==> config.mk <==
export PLATFORM = sky130hd
export DESIGN_NAME = aligned_word_wrap_formatter_flat
export DESIGN_NICKNAME = d
export VERILOG_FILES = /design/src/hw/rtl/awwf_pkg.sv /design/src/hw/rtl/awwf_if.sv /design/src/hw/rtl/awwf_ctrl.sv /design/src/hw/rtl/awwf_dp.sv /design/src/hw/rtl/aligned_word_wrap_formatter.sv /design/src/flat_wrapper.sv
export SDC_FILE = /design/constraint.sdc
export NUM_CORES = 2
export LEC_CHECK = 0
export BUFFER_PORTS_ARGS = -buffer_cell sky130_fd_sc_hd__buf_2
export CAP_MARGIN = 25
export CORE_AREA = 2 2 417 316
export CTS_CLUSTER_SIZE = 14
export DETAILED_ROUTE_END_ITERATION = 10
export DIE_AREA = 0 0 419 318
export SLEW_MARGIN = 20
export SYNTH_ARGS = -nofsm -noshare
export SYNTH_HDL_FRONTEND = slang
export SYNTH_SLANG_ARGS = --single-unit
==> constraint.sdc <==
create_clock -name clk -period 5.5 [get_ports clk]
set_input_delay 0.55 -clock clk [delete_from_list [all_inputs] [get_ports clk]]
set_output_delay 0.55 -clock clk [all_outputs]
set_load 0.05 [all_outputs]
==> src/hw/rtl/awwf_pkg.sv <==
package awwf_pkg;

	localparam int MAX_WIDTH = 128;

	localparam logic [7:0] CHAR_HSPACE  = 8'h01;
	localparam logic [7:0] CHAR_NEWLINE = 8'h0A;
	localparam logic [7:0] CHAR_SPACE   = 8'h20;

	localparam logic [1:0] MODE_PRE    = 2'd0;
	localparam logic [1:0] MODE_LEFT   = 2'd1;
	localparam logic [1:0] MODE_CENTER = 2'd2;
	localparam logic [1:0] MODE_RIGHT  = 2'd3;

	localparam logic [7:0] LINE_WIDTH_RESET = 8'd80;
	localparam logic       REG_LINE_WIDTH   = 1'b0;
	localparam logic [1:0] ADDR_LINE_WIDTH  = 2'(4 * REG_LINE_WIDTH);

	typedef enum logic [3:0] {
		ST_IDLE,
		ST_RDPREV,
		ST_CHECK,
		ST_SCAN,
		ST_SCANWAIT,
		ST_PAD,
		ST_TEXT,
		ST_TEXTWAIT,
		ST_NL,
		ST_FLUSH,
		ST_MOVE,
		ST_MOVEWAIT
	} state_t;

	// controller to datapath
	typedef struct packed {
		logic load;       // capture request
		logic rd_prev;    // read store at len-1
		logic append;     // write char at len, len++
		logic scan_rd;    // read store at scan index
		logic scan_dec;   // scan index--
		logic begin_emit; // set up pad/text counters for emit length
		logic emit_pad;   // push one space
		logic text_rd;    // read store at text index
		logic emit_text;  // push read byte
		logic emit_nl;    // push newline
		logic flush;      // send packed bytes as last chunk
		logic clr_len;    // line length = 0
		logic move_rd;    // read store at src index
		logic move_wr;    // write read byte at dst index
		logic move_done;  // line length = rest
		logic brk_full;   // emit whole line (no space found)
	} cmd_t;

	// datapath to controller
	typedef struct packed {
		logic suppress;
		logic is_nl;
		logic drop;       // whitespace to be dropped
		logic need_break; // len >= width after append
		logic scan_ws;    // scanned byte is whitespace
		logic scan_zero;  // scan index is zero
		logic pad_left;
		logic text_left;
		logic nl_ok;
		logic move_left;
		logic out_busy;   // output register holds a chunk not yet taken
		logic out_empty;  // packer holds no bytes
	} stat_t;

	function automatic logic is_ws(input logic [7:0] c);
		return (c == CHAR_SPACE) || (c >= 8'h09 && c <= 8'h0D);
	endfunction

endpackage

==> src/hw/rtl/awwf_if.sv <==
interface awwf_in_if;
	logic       valid;
	logic       ready;
	logic [7:0] char_in;
	logic [1:0] align;
	logic       suppress;
	modport source (output valid, char_in, align, suppress, input ready);
	modport sink   (input valid, char_in, align, suppress, output ready);
endinterface

interface awwf_out_if;
	logic        valid;
	logic        ready;
	logic [63:0] chunk;
	logic [3:0]  byte_count;
	logic        last_chunk;
	modport source (output valid, chunk, byte_count, last_chunk, input ready);
	modport sink   (input valid, chunk, byte_count, last_chunk, output ready);
endinterface

==> src/hw/rtl/awwf_ctrl.sv <==
module awwf_ctrl
	import awwf_pkg::*;
(
	input  logic  clk,
	input  logic  arst_n,
	input  logic  in_valid,
	output logic  in_ready,
	input  stat_t stat,
	output cmd_t  cmd
);

	state_t state_q, state_nx;
	logic   full_q;  // break without a space: no newline, clear line

	always_ff @(posedge clk or negedge arst_n) begin
		if (!arst_n) begin
			state_q <= ST_IDLE;
			full_q  <= 1'b0;
		end else begin
			state_q <= state_nx;
			if (state_q == ST_IDLE) full_q <= 1'b0;
			else if (cmd.brk_full) full_q <= 1'b1;
		end
	end

	always_comb begin
		state_nx = state_q;
		case (state_q)
			ST_IDLE: begin
				if (in_valid && stat.out_empty) state_nx = ST_RDPREV;
			end
			ST_RDPREV: begin
				if (stat.suppress) state_nx = ST_IDLE;
				else if (stat.is_nl) state_nx = ST_PAD;
				else state_nx = ST_CHECK;
			end
			ST_CHECK: begin
				if (stat.drop) state_nx = ST_IDLE;
				else if (stat.need_break) state_nx = ST_SCAN;
				else state_nx = ST_IDLE;
			end
			ST_SCAN: state_nx = ST_SCANWAIT;
			ST_SCANWAIT: begin
				if (stat.scan_zero) state_nx = ST_PAD;
				else if (stat.scan_ws) state_nx = ST_PAD;
				else state_nx = ST_SCAN;
			end
			ST_PAD: begin
				if (!stat.out_busy && !stat.pad_left) state_nx = ST_TEXT;
			end
			ST_TEXT: begin
				if (!stat.out_busy) begin
					if (stat.text_left) state_nx = ST_TEXTWAIT;
					else state_nx = ST_NL;
				end
			end
			ST_TEXTWAIT: begin
				if (!stat.out_busy) state_nx = ST_TEXT;
			end
			ST_NL: begin
				if (!stat.out_busy) state_nx = ST_FLUSH;
			end
			ST_FLUSH: begin
				if (!stat.out_busy) state_nx = ST_MOVE;
			end
			ST_MOVE: begin
				if (stat.move_left) state_nx = ST_MOVEWAIT;
				else state_nx = ST_IDLE;
			end
			ST_MOVEWAIT: state_nx = ST_MOVE;
			default: state_nx = ST_IDLE;
		endcase
	end

	always_comb begin
		cmd      = '0;
		in_ready = 1'b0;
		case (state_q)
			ST_IDLE: begin
				in_ready = stat.out_empty;
				cmd.load = in_valid && stat.out_empty;
			end
			ST_RDPREV: cmd.rd_prev = 1'b1;
			ST_CHECK: begin
				cmd.append = !stat.drop;
				cmd.scan_rd = !stat.drop && stat.need_break;
			end
			ST_SCAN: cmd.scan_rd = 1'b1;
			ST_SCANWAIT: begin
				if (stat.scan_zero || stat.scan_ws) begin
					cmd.begin_emit = 1'b1;
					cmd.brk_full   = stat.scan_zero;
				end else begin
					cmd.scan_dec = 1'b1;
				end
			end
			ST_PAD: begin
				if (!stat.out_busy && stat.pad_left) cmd.emit_pad = 1'b1;
			end
			ST_TEXT: begin
				if (!stat.out_busy && stat.text_left) cmd.text_rd = 1'b1;
			end
			ST_TEXTWAIT: begin
				if (!stat.out_busy) cmd.emit_text = 1'b1;
			end
			ST_NL: begin
				if (!stat.out_busy && stat.nl_ok && !full_q) cmd.emit_nl = 1'b1;
			end
			ST_FLUSH: begin
				if (!stat.out_busy) begin
					cmd.flush = 1'b1;
					cmd.clr_len = full_q;
				end
			end
			ST_MOVE: begin
				if (stat.move_left) cmd.move_rd = 1'b1;
				else cmd.move_done = 1'b1;
			end
			ST_MOVEWAIT: cmd.move_wr = 1'b1;
			default: ;
		endcase
	end

endmodule

==> src/hw/rtl/awwf_dp.sv <==
module awwf_dp
	import awwf_pkg::*;
(
	input  logic                  clk,
	input  logic                  arst_n,
	input  logic [7:0]            char_in,
	input  logic [1:0]            align,
	input  logic                  suppress,
	input  logic [7:0]            line_width,
	input  cmd_t                  cmd,
	output stat_t                 stat,
	output logic                  out_valid,
	input  logic                  out_ready,
	output logic [63:0]           chunk,
	output logic [3:0]            byte_count,
	output logic                  last_chunk
);

	localparam int AW = $clog2(MAX_WIDTH);
	localparam int LW = AW + 1;

	logic [7:0] mem [MAX_WIDTH];
	logic [7:0] rd_q;

	logic [7:0]    c_q;
	logic [1:0]    align_q;
	logic          sup_q;
	logic [LW-1:0] len_q;      // 0..MAX_WIDTH
	logic [LW-1:0] w_q;        // effective width 1..MAX_WIDTH
	logic [LW-1:0] idx_q;      // scan / text / move index
	logic [LW-1:0] n_q;        // emitted text length
	logic [LW-1:0] pad_q;
	logic [LW-1:0] dst_q;
	logic [LW-1:0] rest_q;

	logic [63:0] pk_q;
	logic [3:0]  pk_cnt_q;

	logic [LW-1:0] w_eff;
	always_comb begin
		if (line_width == 8'd0) w_eff = LW'(1);
		else if ({1'b0, line_width} > 9'(MAX_WIDTH)) w_eff = LW'(MAX_WIDTH);
		else w_eff = LW'(line_width);
	end

	// a single read port, address chosen by the command
	logic [AW-1:0] rd_addr;
	always_comb begin
		if (cmd.rd_prev) rd_addr = AW'(len_q - LW'(1));
		else if (cmd.scan_rd && len_q == LW'(0)) rd_addr = '0;
		else rd_addr = idx_q[AW-1:0];
	end

	always_ff @(posedge clk) begin
		rd_q <= mem[rd_addr];
		if (cmd.append) mem[len_q[AW-1:0]] <= c_q;
		if (cmd.move_wr) mem[dst_q[AW-1:0]] <= rd_q;
	end

	logic [LW-1:0] len_inc;
	assign len_inc = len_q + LW'(1);

	logic push;
	logic [7:0] push_b;
	always_comb begin
		push = cmd.emit_pad || cmd.emit_text || cmd.emit_nl;
		if (cmd.emit_pad) push_b = CHAR_SPACE;
		else if (cmd.emit_nl) push_b = CHAR_NEWLINE;
		else if (rd_q == CHAR_HSPACE) push_b = CHAR_SPACE;
		else push_b = rd_q;
	end

	// emit setup: for a newline n = len, for a break n = idx (0 means whole line)
	logic [LW-1:0] n_sel;
	logic [LW-1:0] pad_sel;
	always_comb begin
		n_sel = c_q == CHAR_NEWLINE ? len_q : (idx_q == LW'(0) ? len_q : idx_q);
		pad_sel = '0;
		if (n_sel < w_q) begin
			if (align_q == MODE_CENTER) pad_sel = (w_q - n_sel) >> 1;
			else if (align_q == MODE_RIGHT) pad_sel = w_q - n_sel;
		end
	end

	// a full chunk is held in the packer until the next byte arrives, so the
	// flush always knows which chunk is the last one of the request
	always_ff @(posedge clk or negedge arst_n) begin
		if (!arst_n) begin
			len_q      <= '0;
			pk_q       <= '0;
			pk_cnt_q   <= '0;
			out_valid  <= 1'b0;
			chunk      <= '0;
			byte_count <= '0;
			last_chunk <= 1'b0;
		end else begin
			if (out_valid && out_ready) out_valid <= 1'b0;
			if (cmd.load && len_q > LW'(MAX_WIDTH - 1)) len_q <= LW'(MAX_WIDTH - 1);
			if (cmd.append) len_q <= len_inc;
			if (cmd.clr_len) len_q <= '0;
			if (cmd.move_done && c_q != CHAR_NEWLINE && n_q != LW'(0)) len_q <= rest_q;
			if (cmd.move_done && c_q == CHAR_NEWLINE) len_q <= '0;
			if (push) begin
				if (pk_cnt_q == 4'd8) begin
					out_valid  <= 1'b1;
					chunk      <= pk_q;
					byte_count <= 4'd8;
					last_chunk <= 1'b0;
					pk_q[7:0]  <= push_b;
					pk_cnt_q   <= 4'd1;
				end else begin
					pk_q[pk_cnt_q[2:0]*8 +: 8] <= push_b;
					pk_cnt_q <= pk_cnt_q + 4'd1;
				end
			end
			if (cmd.flush) begin
				pk_cnt_q <= '0;
				if (pk_cnt_q != 4'd0) begin
					out_valid <= 1'b1;
					for (int j = 0; j < 8; j++)
						chunk[j*8 +: 8] <= (4'(j) < pk_cnt_q) ? pk_q[j*8 +: 8] : 8'h00;
					byte_count <= pk_cnt_q;
					last_chunk <= 1'b1;
				end
			end
		end
	end

	always_ff @(posedge clk) begin
		if (cmd.load) begin
			c_q     <= char_in;
			align_q <= align;
			sup_q   <= suppress;
			w_q     <= w_eff;
		end
		if (cmd.append) idx_q <= len_q;
		if (cmd.scan_dec) idx_q <= idx_q - LW'(1);
		if (cmd.begin_emit || (cmd.load && char_in == CHAR_NEWLINE)) begin
			idx_q <= '0;
		end
		if (cmd.rd_prev && c_q == CHAR_NEWLINE) begin
			n_q   <= len_q;
			pad_q <= '0;
			if (len_q < w_q) begin
				if (align_q == MODE_CENTER) pad_q <= (w_q - len_q) >> 1;
				else if (align_q == MODE_RIGHT) pad_q <= w_q - len_q;
			end
			idx_q <= '0;
		end
		if (cmd.begin_emit) begin
			n_q    <= idx_q == LW'(0) ? len_q : idx_q;
			pad_q  <= pad_sel;
			rest_q <= idx_q == LW'(0) ? '0 : len_q - LW'(1) - idx_q;
			dst_q  <= '0;
			idx_q  <= '0;
		end
		if (cmd.emit_pad) pad_q <= pad_q - LW'(1);
		if (cmd.text_rd) idx_q <= idx_q + LW'(1);
		if (cmd.flush) begin
			idx_q <= n_q + LW'(1);
			dst_q <= '0;
		end
		if (cmd.move_rd) idx_q <= idx_q + LW'(1);
		if (cmd.move_wr) dst_q <= dst_q + LW'(1);
	end

	logic out_busy;
	assign out_busy = out_valid && !out_ready;

	always_comb begin
		stat.suppress   = sup_q;
		stat.is_nl      = c_q == CHAR_NEWLINE;
		stat.drop       = align_q != MODE_PRE && is_ws(c_q) &&
		                  (len_q == LW'(0) || is_ws(rd_q));
		stat.need_break = len_inc >= w_q;
		stat.scan_ws    = is_ws(rd_q);
		stat.scan_zero  = idx_q == LW'(0);
		stat.pad_left   = pad_q != LW'(0);
		stat.text_left  = idx_q < n_q;
		stat.nl_ok      = n_q < w_q;
		stat.move_left  = c_q != CHAR_NEWLINE && n_q != len_q && dst_q < rest_q;
		stat.out_busy   = out_busy;
		stat.out_empty  = pk_cnt_q == 4'd0;
	end

`ifndef SYNTHESIS
	ap_len_range: assert property (@(posedge clk) disable iff (!arst_n)
		len_q <= LW'(MAX_WIDTH)) else $error("line length out of range");
	ap_cnt_range: assert property (@(posedge clk) disable iff (!arst_n)
		pk_cnt_q <= 4'd8) else $error("packer count out of range");
	ap_push_hold: assert property (@(posedge clk) disable iff (!arst_n)
		push |-> !out_busy) else $error("push while output stalled");
`endif

endmodule

==> src/hw/rtl/aligned_word_wrap_formatter.sv <==
// Greedy word-wrap formatter: one character per request; kept characters go
// into a line store; lines are padded by alignment and packed into 8-byte
// chunks, the last chunk of a request marked by last_chunk. A newline emits
// the pad and the stored text. A line break scans the store back one entry
// at a time, then emits pad and text (text through the single store read
// port), then moves the carried remainder; scan and move span up to
// MAX_WIDTH entries when the width was lowered beneath a longer stored line.
// Output stalls hold the emitting steps. The next request is taken once the
// packer is empty, while the last chunk may still wait in the output register.
// Width register at address 0, 8 bits, reset 80; 0 acts as 1 and values above
// MAX_WIDTH act as MAX_WIDTH.
module aligned_word_wrap_formatter
	import awwf_pkg::*;
(
	input  logic        clk,
	input  logic        arst_n,
	awwf_in_if.sink     in_ch,
	awwf_out_if.source  out_ch,
	input  logic        psel,
	input  logic        penable,
	input  logic        pwrite,
	input  logic [1:0]  paddr,
	input  logic [31:0] pwdata,
	output logic [31:0] prdata,
	output logic        pready
);

	logic [7:0] line_width_q;
	cmd_t  cmd;
	stat_t stat;

	assign pready = 1'b1;
	assign prdata = (paddr == ADDR_LINE_WIDTH) ? {24'd0, line_width_q} : 32'd0;

	always_ff @(posedge clk or negedge arst_n) begin
		if (!arst_n) begin
			line_width_q <= LINE_WIDTH_RESET;
		end else if (psel && penable && pwrite && paddr == ADDR_LINE_WIDTH) begin
			line_width_q <= pwdata[7:0];
		end
	end

	awwf_ctrl u_ctrl (
		.clk      (clk),
		.arst_n   (arst_n),
		.in_valid (in_ch.valid),
		.in_ready (in_ch.ready),
		.stat     (stat),
		.cmd      (cmd)
	);

	awwf_dp u_dp (
		.clk        (clk),
		.arst_n     (arst_n),
		.char_in    (in_ch.char_in),
		.align      (in_ch.align),
		.suppress   (in_ch.suppress),
		.line_width (line_width_q),
		.cmd        (cmd),
		.stat       (stat),
		.out_valid  (out_ch.valid),
		.out_ready  (out_ch.ready),
		.chunk      (out_ch.chunk),
		.byte_count (out_ch.byte_count),
		.last_chunk (out_ch.last_chunk)
	);

endmodule

==> src/flat_wrapper.sv <==
// flat-port wrapper written by rule: the top's interface ports become plain ports
module aligned_word_wrap_formatter_flat import awwf_pkg::*;
  (clk, arst_n, psel, penable, pwrite, paddr, pwdata, prdata, pready, in_ch_valid, in_ch_char_in, in_ch_align, in_ch_suppress, in_ch_ready, out_ch_valid, out_ch_chunk, out_ch_byte_count, out_ch_last_chunk, out_ch_ready);
  awwf_in_if in_ch_i ();
  awwf_out_if out_ch_i ();
  input  logic clk;
  input  logic arst_n;
  input  logic psel;
  input  logic penable;
  input  logic pwrite;
  input  logic [1:0] paddr;
  input  logic [31:0] pwdata;
  output logic [31:0] prdata;
  output logic pready;
  input wire logic [$bits(in_ch_i.valid)-1:0] in_ch_valid;
  input wire logic [$bits(in_ch_i.char_in)-1:0] in_ch_char_in;
  input wire logic [$bits(in_ch_i.align)-1:0] in_ch_align;
  input wire logic [$bits(in_ch_i.suppress)-1:0] in_ch_suppress;
  output wire logic [$bits(in_ch_i.ready)-1:0] in_ch_ready;
  output wire logic [$bits(out_ch_i.valid)-1:0] out_ch_valid;
  output wire logic [$bits(out_ch_i.chunk)-1:0] out_ch_chunk;
  output wire logic [$bits(out_ch_i.byte_count)-1:0] out_ch_byte_count;
  output wire logic [$bits(out_ch_i.last_chunk)-1:0] out_ch_last_chunk;
  input wire logic [$bits(out_ch_i.ready)-1:0] out_ch_ready;
  assign in_ch_i.valid = in_ch_valid;
  assign in_ch_i.char_in = in_ch_char_in;
  assign in_ch_i.align = in_ch_align;
  assign in_ch_i.suppress = in_ch_suppress;
  assign in_ch_ready = in_ch_i.ready;
  assign out_ch_valid = out_ch_i.valid;
  assign out_ch_chunk = out_ch_i.chunk;
  assign out_ch_byte_count = out_ch_i.byte_count;
  assign out_ch_last_chunk = out_ch_i.last_chunk;
  assign out_ch_i.ready = out_ch_ready;
  aligned_word_wrap_formatter u_core (.clk(clk), .arst_n(arst_n), .in_ch(in_ch_i), .out_ch(out_ch_i), .psel(psel), .penable(penable), .pwrite(pwrite), .paddr(paddr), .pwdata(pwdata), .prdata(prdata), .pready(pready));
endmodule
# [Yosys cells after proc, flatten, opt, wreduce, memory -nomap -nowiden]
# Memories as Yosys holds them, arrays and structs flattened. A register that Yosys moved wholly into a read port is not among the register bits.
# Cells that the tools add are included.
[totals] word_cells=257 out_inout_bits=104 reg_bits=218 memories=1 ramBits=1024
[op_classes] bitwise_logic=1 eq_ne=27 muxes=115 n_reduce_logical=58 shift=2 n_addsub=12 order_cmp=20
[memory_table] memory="u_core.u_dp.mem" depth=128 width=8 read_ports=1 rd_clocked_by_memory_dff=1 wr=1 line_no="awwf_dp.sv:22" rtl="logic [7:0] mem [MAX_WIDTH];"
[op_table] op="8-bit two-way mux" count=44
[op_table] op="64-bit two-way mux" count=4
[op_table] op="64-bit bitwise mux" count=1
[op_table] op="8-bit by 34-bit variable shift with 64-bit output (first input constant)" count=1
[op_table] op="8-bit by 34-bit indexed part select with 64-bit output" count=1
[op_table] op="4-bit two-way mux" count=15
[op_table] op="4-bit one-hot mux with 12 select lines" count=1
[op_table] op="8-bit less-than comparator" count=5
[op_table] op="1-bit two-way mux" count=37
[op_table] op="6-bit negator with 34-bit output" count=1
[op_table] op="8-bit by 1-bit adder with 8-bit output (second input constant)" count=4
[op_table] op="1-bit logical AND" count=25
[op_table] op="8-bit zero test" count=3
[op_table] op="8-bit nonzero test" count=3
[op_table] op="8-bit by 1-bit subtractor with 8-bit output (second input constant)" count=3
[op_table] op="8-bit subtractor" count=3
[op_table] op="7-bit two-way mux" count=3
[op_table] op="4-bit equality test (second input constant)" count=5
[op_table] op="4-bit by 3-bit equality test with 1-bit output (second input constant)" count=4
[op_table] op="8-bit by 4-bit equality test with 1-bit output (second input constant)" count=2
[op_table] op="8-bit by 6-bit equality test with 1-bit output (second input constant)" count=2
[op_table] op="8-bit by 4-bit greater-or-equal comparator with 1-bit output (second input constant)" count=2
[op_table] op="8-bit by 4-bit <= comparator with 1-bit output (second input constant)" count=2
[op_table] op="3-bit by 4-bit less-than comparator with 1-bit output (first input constant)" count=4
[op_table] op="30 further kinds" count=60

# [Logic depth before layout (Yosys ltp)]
[depth] ltp_word=15 mapped_depth=22

# [Cells and area by module]
# A second synthesis with hierarchy kept.
[hier_totals] cells_unflattened=4650 area_unflattened_um2=65268.8
[by_module_without_submodules] module="awwf_dp" area_each_um2=64095.2 cells_each=4514 instances=1
[by_module_without_submodules] module="awwf_ctrl" area_each_um2=593.1 cells_each=83 instances=1
[by_module_without_submodules] module="aligned_word_wrap_formatter" area_each_um2=580.6 cells_each=53 instances=1

# [Worst setup path before layout]
# No wires, ideal clock.
[synth_path] path_kind="reg-to-reg" startpoint="register u_core.u_dp.idx_q[0]" endpoint="register u_core.u_dp.pad_q[0] (data pin)" setup_time_ns=0.146 setup_slack_ns=1.343 t_required_ns=5.354 stages_incl_launch_ff=22 arrival_ns=4.010 cell_sequence="edfxtp_1 > clkbuf_1 > inv_1 > ha_1 > nand4_1 > nor2_1 > clkbuf_1 > nor2_1 > o21ai_0 > ha_1 > fa_1 > nor2b_1 > o21ai_0 > a21oi_1 > o21ai_0 > nand2b_1 > a21oi_1 > nor2b_1 > o221ai_1 > nor2_1 > a221oi_1 > a21oi_1"
[synth_via] elab_chain_len=9 word_cells_on_any_way=13 cone_classes="add/sub (1); order compare (1); mux (9); reduce/logical (2)"
[synth_lines] element="start: declaration" line_no="awwf_dp.sv:30" rtl="logic [LW-1:0] idx_q;"
[synth_lines] element="start signal: assignment" line_no="awwf_dp.sv:136" rtl="if (cmd.append) idx_q <= len_q;"
[synth_lines] element="start signal: assignment" line_no="awwf_dp.sv:137" rtl="if (cmd.scan_dec) idx_q <= idx_q - LW'(1);"
[synth_lines] element="start signal: assignment" line_no="awwf_dp.sv:158" rtl="if (cmd.text_rd) idx_q <= idx_q + LW'(1);"
[synth_lines] element="8-bit zero test" line_no="awwf_dp.sv:77, awwf_dp.sv:177"
[synth_lines] element="8-bit two-way mux (2 in a row)" line_no="awwf_dp.sv:77" rtl="n_sel = c_q == CHAR_NEWLINE ? len_q : (idx_q == LW'(0) ? len_q : idx_q);"
[synth_lines] element="8-bit subtractor" line_no="awwf_dp.sv:80, awwf_dp.sv:81"
[synth_lines] element="8-bit two-way mux" line_no="awwf_dp.sv:81" rtl="else if (align_q == MODE_RIGHT) pad_sel = w_q - n_sel;"
[synth_lines] element="8-bit two-way mux" line_no="awwf_dp.sv:80" rtl="if (align_q == MODE_CENTER) pad_sel = (w_q - n_sel) >> 1;"
[synth_lines] element="8-bit two-way mux" line_no="awwf_dp.sv:79" rtl="if (n_sel < w_q) begin"
[synth_lines] element="8-bit two-way mux (*)" line_no="awwf_dp.sv:150" rtl="if (cmd.begin_emit) begin"
[synth_lines] element="8-bit two-way mux (*)" line_no="awwf_dp.sv:157" rtl="if (cmd.emit_pad) pad_q <= pad_q - LW'(1);"
[synth_lines] element="end signal: assignment" line_no="awwf_dp.sv:146" rtl="else if (align_q == MODE_RIGHT) pad_q <= w_q - len_q;"
[synth_lines] element="end signal: assignment" line_no="awwf_dp.sv:152" rtl="pad_q <= pad_sel;"
[synth_lines] element="end signal: assignment" line_no="awwf_dp.sv:157"
[synth_lines] element="end: declaration" line_no="awwf_dp.sv:32" rtl="logic [LW-1:0] pad_q;"
# Mark *: on every way between the ends. The rest lies on a longest branch, timed or not.
# A chain may end at the register's enable or synchronous reset.

# [Worst setup path after layout]
[layout_path] startpoint="register u_core.u_dp.len_q[0]" endpoint="register u_core.u_dp.rd_q[4], read port of u_core.u_dp.mem"
[layout_via] elab_chain_len=9 word_cells_on_any_way=12 cone_classes="add/sub (2); order compare (1); mux (3); reduce/logical (6)"
[layout_lines] element="start: declaration" line_no="awwf_dp.sv:28" rtl="logic [LW-1:0] len_q;"
[layout_lines] element="start signal: assignment" line_no="awwf_dp.sv:98" rtl="if (cmd.load && len_q > LW'(MAX_WIDTH - 1)) len_q <= LW'(MAX_WIDTH - 1);"
[layout_lines] element="start signal: assignment" line_no="awwf_dp.sv:99" rtl="if (cmd.append) len_q <= len_inc;"
[layout_lines] element="start signal: assignment" line_no="awwf_dp.sv:101" rtl="if (cmd.move_done && c_q != CHAR_NEWLINE && n_q != LW'(0)) len_q <= rest_q;"
[layout_lines] element="parallel branches: the longest is 8 deep, another holds 8-bit by 1-bit adder with 8-bit output"
[layout_lines] element="7-bit two-way mux (*)" line_no="awwf_dp.sv:49" rtl="if (cmd.rd_prev) rd_addr = AW'(len_q - LW'(1));"
[layout_lines] element="end: declaration" line_no="awwf_dp.sv:23" rtl="logic [7:0] rd_q;"
# Every way passes the cells marked *.

==> impl_summary.txt <==
----------------------------------------------------
[Pwr]
  Power density relative to cell area ... 614 nW/um2
  Total Power ... 0.0375 W
  Static leakage ... 22.3 nW
  Worst IR Drop VDD ... 372 uV

[Timing]
  Max-slew violations ... 0
  Final period util ... 0.940
  Max transition margin ... 0.251
  Post-layout minimum cycle time ... 5.17 ns
  Worst Tran Pin Value ... 1.12 ns
  Fmax ... 0.193 GHz
  Final hold violations ... 0
  Post-Route Skew ... 0.0425 ns
  Number of failing setup endpoints in the final timing report ... 0
  Setup repair after global routing missed its margin ... false
  Setup TNS Final ... 0 ns

[Worst setup path]
  Worst-case register-to-register setup slack ... 0.33 ns
  Worst R2R End ... u_core.u_dp.rd_q[4]
  Logic depth of the worst register-to-register path ... 16
  Data required time of the worst path ... 6.16 ns
  Crit path to ... u_core.u_dp.rd_q[4]
  Critical path origin ... u_core.u_dp.len_q[0]
  Kind of end point of the critical path ... flop
  Data arrival, critical path ... 5.83 ns
  CP Max Fanout ... 39
  Source of the worst register-to-register timing path ... u_core.u_dp.len_q[0]
  Startpoint type of the worst setup path ... flop
  Worst setup path category ... reg2reg

[Synthesis]
  Yosys top cell by area ... edfxtp_1
  Cells after Synth ... 4342
  Fraction of post-synthesis cell area in the top cell type by area ... 0.603
  XOR/XNOR share of the synthesized area ... 0.0104
  Dominant combinational cell family by area after synthesis ... simple AND/OR/NAND/NOR gates
  Yosys Warn Count ... 0
  Simple logic cell fraction of the synthesized area ... 0.139
  Number of different library cells in the post-synthesis netlist ... 91
  Synthesized-area fraction occupied by adder cells ... 0.0162
  Top cells by count, synth ... 1083 x edfxtp_1, 930 x nand2_1, 300 x nand3_1
  Cell area after technology mapping ... 53900 um2
  Mux share of post-synthesis cell area ... 0.0302
  Async set-reset flop share out of synthesis ... 0.127
  Number of enable-type register cells in the synthesized netlist ... 1083
  Primary FF master, synth ... edfxtp_1
  Post-synthesis compound-gate area fraction ... 0.0941
  Sequential-to-total area share from yosys stat ... 0.680
  Number of synthesized register bits ... 1250
  Mean post-synth cell area ... 12.4 um2
  Dominant cells by area after synthesis ... edfxtp_1 60%, dfrtp_1 7.3%, nand2_1 6.5%
  Most numerous cell in the Yosys netlist ... edfxtp_1

[Drt]
  Count of vias placed by the detailed router ... 36.3k
  Count of unresolved DRC violations after routing ... 0
  Drt wl/cell ... 23.6 um
  Detail Route Antenna Nets ... 0
  Average vias per placed instance ... 5.71
  Wire length after detailed routing ... 150 mm
  DRT Pass-1 Iters ... 6
  Violation count after the first detailed-routing iteration ... 4189

[Floorplanning]
  Initial standard-cell utilization of the core ... 0.416
  Placeable core region ... 130000 um2
  Cell Rows ... 115
  Die area ... 133000 um2
  Number of top-level design ports ... 156
  Chip Height ... 318 um
  Die width ... 419 um

[Place]
  Last weighted congestion value of the routability-driven placer ... 0.894
  Port Buf Inserts ... 106
  DP HPWL ... 96.1 mm
  Placed standard-cell area ... 57200 um2

[Global routing]
  Maximum number of pins on one net before global-route repair ... 81
  Overflow after GRT ... 0
  Overall Global Routing Usage ... 0.223
  Initial antenna violation count ... 3
  Wire length of the first global-routing pass ... 223 mm
  Via count of the first global-routing pass ... 34.0k

[Job]
  Max-capacitance violation count ... 0

[Final layout]
  Final net count ... 4627
  Proportion of layout cells with a drive suffix above 1 ... 0.121
  Synthesis-to-layout area growth ... 13.5%
  Final Cell Area ... 61200 um2

[Clock network]
  Post-CTS clock slew at the launch and capture registers of the worst setup and hold paths ... 0.06 ns
  H-tree level count ... 3
  Clk Tree Root Cell ... clkbuf_16
  Clock sink count ... 1250
  Number of setup buffers added after CTS ... 0
  Cts bufs inserted ... 117
  CTS tree ... done
  Buffer depth of the longest clock path ... 3
  Worst-Skew Late Latency ... 0.76 ns

[Min path]
  Min-Delay Startpoint ... out_ch_ready
  Worst hold-check path type ... in2reg

[Run status]
  Outcome ... finished clean

----------------------------------------------------
==> timing repair <==
item                       4_1_cts  5_1_grt
resized for setup                0        2
hold endpoints to repair        90        0
hold buffers                    20        0
setup endpoints to repair        0        2
==> kinds of logic after synthesis <==
logic type / after synthesis
multiplexers: 154
AO/OA/AOI/OAI: 751
adder cells (fa/ha/maj): 68
flip-flops: 1250
XOR/XNOR: 64
AND/OR/NAND/NOR: 1710
buffers and inverters: 343
other: 2
==> through the flow <==
stage           util  worst slack, ns  hold slack, ns  instances
2_1_floorplan      -             1.34           0.254       4365
3_3_place_gp   0.441            0.404           0.461       6122
3_5_place_dp   0.441            0.318           0.467       6123
4_1_cts        0.472            0.282           0.183       6360
5_1_grt        0.472            0.133           0.223       6360
6_report       0.472            0.328           0.228       6363
==> power breakdown <==
group / switching, W / internal (W)
logic: 0.0121 / 0.00591
clock network: 0.00364 / 0.00440
registers: 0.000503 / 0.0110
==> worst max-delay path, cell delays in order, from the launching register on <==
cell	delay (ns)
dfrtp_1	0.50
buf_4	0.23
inv_1	0.08
ha_1	0.33
ha_1	0.28
a21bo_2	0.21
a21oi_1	0.19
a221oi_1	0.14
buf_4	0.18
o211ai_2	0.41
and2_4	0.69
a21oi_1	0.09
a221oi_1	0.45
a31oi_1	0.11
o21ai_0	0.65
nand2_1	0.24
nor4_2	0.25
==> area by class of cell <==
| type | instances | area, um2 |
|---|---|---|
| Tap cell | 1755 | 2200 |
| Timing Repair Buffer | 293 | 2460 |
| Inverter | 73 | 274 |
| Clock inverter | 79 | 694 |
| Antenna cell | 3 | 7.51 |
| Clock buffer | 138 | 3030 |
| Sequential cell | 1250 | 36700 |
| Multi-Input combinational cell | 2772 | 15800 |
| Fill cell | 11500 | 68500 |
==> worst min-delay path by stage <==
stage	end	slack, ns	cells after the start
after CTS	u_core.u_ctrl.state_q[1]	0.18	4
final	u_core.u_dp.out_valid	0.23	3
after detailed placement	u_core.u_dp.pk_q[4]	0.47	2
after global routing	u_core.u_dp.out_valid	0.22	3
after floorplan	u_core.line_width_q[0]	0.25	0
after global placement	u_core.u_dp.pk_q[4]	0.46	2
==> layer usage <==
metal	global-route usage	vias up	wire, um
met5	0	-	47
met2	0.313	1618	64000
li1	-	16300	-
met3	0.0478	245	13600
met4	0.0514	4	3210
met1	0.349	18100	69300
==> sequential cells by signal, summed over array words and instances, names as in the netlist, 8 cells and up <==
register             flops
u_core.u_dp.mem       1024
u_core.u_dp.chunk       64
u_core.u_dp.pk_q        64
u_core.line_width_q      8
u_core.u_dp.c_q          8
u_core.u_dp.dst_q        8
u_core.u_dp.idx_q        8
u_core.u_dp.len_q        8
u_core.u_dp.n_q          8
u_core.u_dp.pad_q        8
u_core.u_dp.rd_q         8
u_core.u_dp.rest_q       8
u_core.u_dp.w_q          8
==> layout by cell type (no fill, tap or decap), types with 14 or more instances in the layout <==
cell / n
nor2b_1: 14
buf_12: 36
mux2i_1: 83
a211oi_1: 27
nor2_1: 240
edfxtp_1: 1083
dlygate4sd3_1: 20
o21ai_0: 87
conb_1: 25
a22oi_1: 28
clkbuf_1: 20
mux2_2: 63
buf_2: 105
nand2_1: 929
a21oi_1: 248
clkbuf_16: 118
a22o_1: 66
nor3_1: 38
and2_1: 18
clkinv_1: 37
clkinv_2: 17
xnor2_1: 51
a221oi_1: 42
dfrtp_1: 157
nand3_1: 299
a31oi_1: 45
inv_1: 70
buf_4: 130
ha_1: 65
and3_1: 44
nand4_1: 42
a32oi_1: 29
nand2b_1: 18
a21o_1: 32
(Power assumes the default switching activity.)
